## config.mk

```make
export PLATFORM = sky130hd
export DESIGN_NAME = fcull_cell
export DESIGN_NICKNAME = d
export VERILOG_FILES = /design/src/design/fcull_pkg.sv /design/src/design/fcull_cell.sv
export SDC_FILE = /design/constraint.sdc
export NUM_CORES = 2
export LEC_CHECK = 0
export ABC_AREA = 0
export CAP_MARGIN = 20
export CELL_PAD_IN_SITES_DETAIL_PLACEMENT = 2
export CELL_PAD_IN_SITES_GLOBAL_PLACEMENT = 2
export CORE_MARGIN = 2
export CORE_UTILIZATION = 45
export DETAILED_ROUTE_END_ITERATION = 10
export DONT_BUFFER_PORTS = 1
export PLACE_DENSITY = 0.9
export REMOVE_ABC_BUFFERS = 1
export SYNTH_ARGS = -nofsm -noshare
export SYNTH_HDL_FRONTEND = slang
export SYNTH_SLANG_ARGS = --single-unit
```

## constraint.sdc

```tcl
create_clock -name clk -period 10.85 [get_ports clk]
set_clock_uncertainty 0.1 [all_clocks]
set_input_delay 2.17 -clock clk [delete_from_list [all_inputs] [get_ports clk]]
set_output_delay 2.17 -clock clk [all_outputs]
set_load 0.1 [all_outputs]
```

## src/design/fcull_pkg.sv

```systemverilog
// Shared types and constants for the frustum box cull test.
package fcull_pkg;

	localparam int NUM_PLANES = 6;
	localparam int PLANE_W    = 64;
	localparam int IDX_W      = 3;
	localparam int COORD_W    = 24;
	localparam int COEF_W     = 12;
	localparam int D_W        = 28;
	localparam int FRAC_ALIGN = 10;
	localparam int PROD_W     = COEF_W + COORD_W;
	localparam int DSC_W      = D_W + FRAC_ALIGN;
	localparam int SUM_W      = DSC_W + 1;

	localparam int A_LSB = 0;
	localparam int B_LSB = 12;
	localparam int C_LSB = 24;
	localparam int D_LSB = 36;

	typedef enum logic [IDX_W-1:0] {
		PLANE_LEFT   = 3'd0,
		PLANE_RIGHT  = 3'd1,
		PLANE_BOTTOM = 3'd2,
		PLANE_TOP    = 3'd3,
		PLANE_NEAR   = 3'd4,
		PLANE_FAR    = 3'd5
	} plane_idx_t;

	typedef struct packed {
		logic signed [COORD_W-1:0] min_x;
		logic signed [COORD_W-1:0] min_y;
		logic signed [COORD_W-1:0] min_z;
		logic signed [COORD_W-1:0] max_x;
		logic signed [COORD_W-1:0] max_y;
		logic signed [COORD_W-1:0] max_z;
	} box_t;

	typedef struct packed {
		box_t box;
		logic pass;
		logic invalid;
	} token_t;

endpackage

```

## src/design/fcull_cell.sv

```systemverilog
// One plane cell: holds a plane register and tests the passing box against it in two stages.
module fcull_cell #(
	parameter fcull_pkg::plane_idx_t PLANE = fcull_pkg::PLANE_LEFT
) (
	input  logic                             clk,
	input  logic                             arst_n,
	input  logic                             wr_en,
	input  logic [fcull_pkg::IDX_W-1:0]      wr_index,
	input  logic [fcull_pkg::PLANE_W-1:0]    wr_data,
	input  logic                             i_valid,
	input  fcull_pkg::token_t                i_tok,
	output logic                             i_ready,
	output logic                             o_valid,
	output fcull_pkg::token_t                o_tok,
	input  logic                             o_ready
);

	logic [fcull_pkg::PLANE_W-1:0] plane_q;

	logic signed [fcull_pkg::COEF_W-1:0]  coef_a, coef_b, coef_c;
	logic signed [fcull_pkg::D_W-1:0]     coef_d;
	logic signed [fcull_pkg::COORD_W-1:0] px, py, pz;

	logic                                valid_s1, valid_s2;
	logic                                ready_s1, ready_s2;
	fcull_pkg::token_t                   tok_s1, tok_s2;
	fcull_pkg::token_t                   tok_nx;
	logic signed [fcull_pkg::PROD_W-1:0] pa_s1, pb_s1, pc_s1;
	logic signed [fcull_pkg::DSC_W-1:0]  dsc_s1;
	logic signed [fcull_pkg::SUM_W-1:0]  sum;

	always_ff @(posedge clk or negedge arst_n) begin
		if (!arst_n) begin
			plane_q <= '0;
		end else if (wr_en && (wr_index == PLANE)) begin
			plane_q <= wr_data;
		end
	end

	assign coef_a = plane_q[fcull_pkg::A_LSB +: fcull_pkg::COEF_W];
	assign coef_b = plane_q[fcull_pkg::B_LSB +: fcull_pkg::COEF_W];
	assign coef_c = plane_q[fcull_pkg::C_LSB +: fcull_pkg::COEF_W];
	assign coef_d = plane_q[fcull_pkg::D_LSB +: fcull_pkg::D_W];

	// pick the corner furthest along the normal
	assign px = coef_a[fcull_pkg::COEF_W-1] ? i_tok.box.min_x : i_tok.box.max_x;
	assign py = coef_b[fcull_pkg::COEF_W-1] ? i_tok.box.min_y : i_tok.box.max_y;
	assign pz = coef_c[fcull_pkg::COEF_W-1] ? i_tok.box.min_z : i_tok.box.max_z;

	assign ready_s2 = !valid_s2 || o_ready;
	assign ready_s1 = !valid_s1 || ready_s2;
	assign i_ready  = ready_s1;

	always_ff @(posedge clk or negedge arst_n) begin
		if (!arst_n) begin
			valid_s1 <= 1'b0;
			valid_s2 <= 1'b0;
		end else begin
			if (ready_s1) valid_s1 <= i_valid;
			if (ready_s2) valid_s2 <= valid_s1;
		end
	end

	always_ff @(posedge clk) begin
		if (ready_s1 && i_valid) begin
			tok_s1 <= i_tok;
			pa_s1  <= coef_a * px;
			pb_s1  <= coef_b * py;
			pc_s1  <= coef_c * pz;
			dsc_s1 <= {coef_d, {fcull_pkg::FRAC_ALIGN{1'b0}}};
		end
	end

	assign sum = fcull_pkg::SUM_W'(pa_s1) + fcull_pkg::SUM_W'(pb_s1)
		+ fcull_pkg::SUM_W'(pc_s1) + fcull_pkg::SUM_W'(dsc_s1);

	always_comb begin
		tok_nx      = tok_s1;
		tok_nx.pass = tok_s1.pass && !sum[fcull_pkg::SUM_W-1];
	end

	always_ff @(posedge clk) begin
		if (ready_s2 && valid_s1) begin
			tok_s2 <= tok_nx;
		end
	end

	assign o_valid = valid_s2;
	assign o_tok   = tok_s2;

endmodule

```

==> results.md <==
* Ratio of cells with drive above 1 in the final layout at 0.0633
* Num CTS Buffers at 60
* Pre-CTS setup slack at 2410 ps
* Syn Area/Cell at 11.2 sq um
* Most frequent cells in the layout: inv_1, fa_1, nand2_1
* Post-Synth Adder-Cell Area at 0.422
* Crit Path Category: in2reg
* MaxCap Viol Count at 0
* Worst Setup Start Kind: input port
* Largest cells by area after synthesis: fa_1, edfxtp_1, inv_1
* CTS hold repair buffers at 0
* Seq/Total Area, Yosys at 0.304
* Mux share of post-synthesis cell area at 0.0311
* Final net count at 5494
* RR Endpoint: pa_s1[34]
* Worst Hold Class: reg2reg
* Post-Route WL at 163000 um
* CP Buf/Inv Count at 4
* DR vias at 31176
* # IOs at 366
* Clock Latency Late Sink at 700 ps
* # resized after CTS at 0
* CTS Buffer Depth at 3
* Vias in the first global route at 38725
* Post-route minimum period at 7870 ps
* Main synth FF type: edfxtp_1
* Highest Clock Rate at 127 MHz
* Die width at 329 um
* FF-to-FF setup slack at 3530 ps
* Vias per inst at 5.55
* CP max-delay cell: fa_1
* Worst r2r path cells at 22
* Synth area leader: fa_1
* Synth Area in Simple Gates at 0.102
* Root Buffer: clkbuf_16
* Clock transition at path regs at 70 ps
* Crit path max fanout at 11
* Hold path depth at 0
* Crit-path most repeated cell: fa_1
* Most common cell after layout, fill and taps aside: inv_1
* Unique cell type count in the Yosys netlist at 66
* Sink Count at 494
* Syn-to-layout area delta at 7.25%
* Hold Startpoint: tok_nx[37]
* Highest Signal Layer: met5
* Core area at 105000 sq um
* Post-synthesis compound-gate area fraction at 0.0357
* CTS tree: built
* Drt first pass iters at 5
* H-tree Lvls at 2
* Setup violators final at 0
* Largest net degree at the start of global routing at 158
* Largest family of logic cells by synthesized area: adder cells
* Synth Area in XOR/XNOR at 0.0193
* Worst setup margin at 2980 ps
* Initial antenna violation count at 13
* GRT Overall Usage at 0.308
* Rel. slew slack at 0.215
* WL met1 at 55500 um
* Setup Fix Bufs, Post-CTS at 0
* Port bufs at 0
* ANT nets after route at 0
* DRC at 0
* Slew @ Worst Pin at 1180 ps
* Post-synthesis cell area at 47700 sq um
* Met2 wire len at 90900 um
* HPWL Detailed at 128000 um
* Global-route wire length before repair at 246000 um
* Reg2Reg Launch Point: plane_q[11]
* Post-synthesis register bit count at 494
* Die area at 109000 sq um
* Die Y at 329 um
* Crit path capture type: flip-flop
* Setup_tns at 0 ps
* CP max stage delay at 560 ps
* Hold Fails Final Rpt at 0
* # rows at 119
* Min-Delay Endpoint: o_tok[37]
* Total grt overflow at 0
* Met3 wire len at 7070 um
* Share of the synthesized area in the top cell type at 0.352
* Synthesis Warnings at 0
* Crit-path cells: mux2_2, and2_1, fa_1, inv_1, fa_1, fa_1, inv_1, fa_1, inv_1, fa_1, inv_1, ha_1, a21oi_1, nor2_1, a211oi_1, o21ai_1, a211oi_2, nor3_1, o31ai_1, nand3_1, o311ai_1
* Final RePlAce weighted congestion at 0.834
* Delay-heaviest family, CP: adder cells
* Initial Util at 0.453
* Initial DRC Count at 1610
* Max-slew violations at 0
* Final Cycle Share at 0.725
* Required time of the critical path at 11200 ps
* Asr flop ratio synth at 0.134
* Wire length per cell at 29.0 um
* Worst Path Arrival at 8220 ps
* Syn Inst Count at 4249
* Post-synth EDFFs at 428
* Status: completed
* RSZ-0062 raised after global routing: false
## registers in the layout, summed over array words and instances (netlist names)
name and cells:
pa_s1 36, pb_s1 36, tok_s1 1, o_valid 1, dsc_s1 28, valid_s1 1
plane_q 64, o_tok 146, pc_s1 36, tok_nx 145
## logic make-up (layout without fill, tap and decap cells)
family          after synthesis  count (layout)
flops                       494             494
other cells                   0               3
buf+inv                    1080            1051
xor+xnor                    105             105
simple gates               1075            1075
compound gates              257             257
fa+ha+maj                  1106            1106
mux                         132             132
## worst max path at each step
stage	end	start	cells after the start	slack, ps
after floorplan	dsc_s1[10]	o_ready	2	640
after global placement	pb_s1[32]	i_tok[109]	21	2780
after detailed placement	pa_s1[30]	i_tok[133]	21	2410
after CTS	pa_s1[30]	i_tok[133]	21	3040
after global routing	pa_s1[34]	i_tok[133]	21	2710
final	pa_s1[34]	i_tok[133]	21	2980
## per-stage QoR
step	utilization	hold WS (ps)	instance area, sq um	cells
2_1_floorplan	-	300	47100	4087
3_5_place_dp	0.466	305	48900	5494
3_3_place_gp	0.466	300	48900	5494
5_1_grt	0.486	320	51100	5613
4_1_cts	0.485	318	51000	5606
6_report	0.486	319	51100	5614
## routing by layer
layer  track usage  vias up
met5             0        -
met4         0.155       18
met3        0.0502      494
met2         0.589     1010
met1         0.323    16760
li1              -    12894
## synth_stat cells (all sizes together) (2+ instances only)
library cell and count:
inv 918, dfrtp 66, a31o 2, nor2b 19
o31ai 4, nor3 19, o311ai 2, a21boi 2
nand2b 30, a22oi 3, and3 7, nor4 5
a21oi 84, o211ai 4, a211oi 10, nand2 622
o21a 15, edfxtp 428, o21bai 14, mux2i 2
nand3 23, a21o 39, or3 6, o2111ai 2
nor2 110, mux2 130, xor2 23, o21ai 49
or2 2, fa 837, nand3b 2, xnor2 82
ha 269, nand4 15, clkbuf 162, a31oi 12
a2111oi 2, and2 209, o31a 5
## area by class of cell
| type | count | area [sq um] |
|---|---|---|
| fillers | 10527 | 54000 |
| multi-input cells | 2675 | 29100 |
| flip-flops and latches | 494 | 14500 |
| inverters | 918 | 3450 |
| well taps | 1391 | 1740 |
| clock buffers | 78 | 1620 |
| clock inverters | 34 | 427 |
| repair buffers | 21 | 258 |
| diodes | 3 | 7.51 |
Power is not shown: default switching activity piles up to over one toggle a cycle in this logic, so the estimate is an artifact.
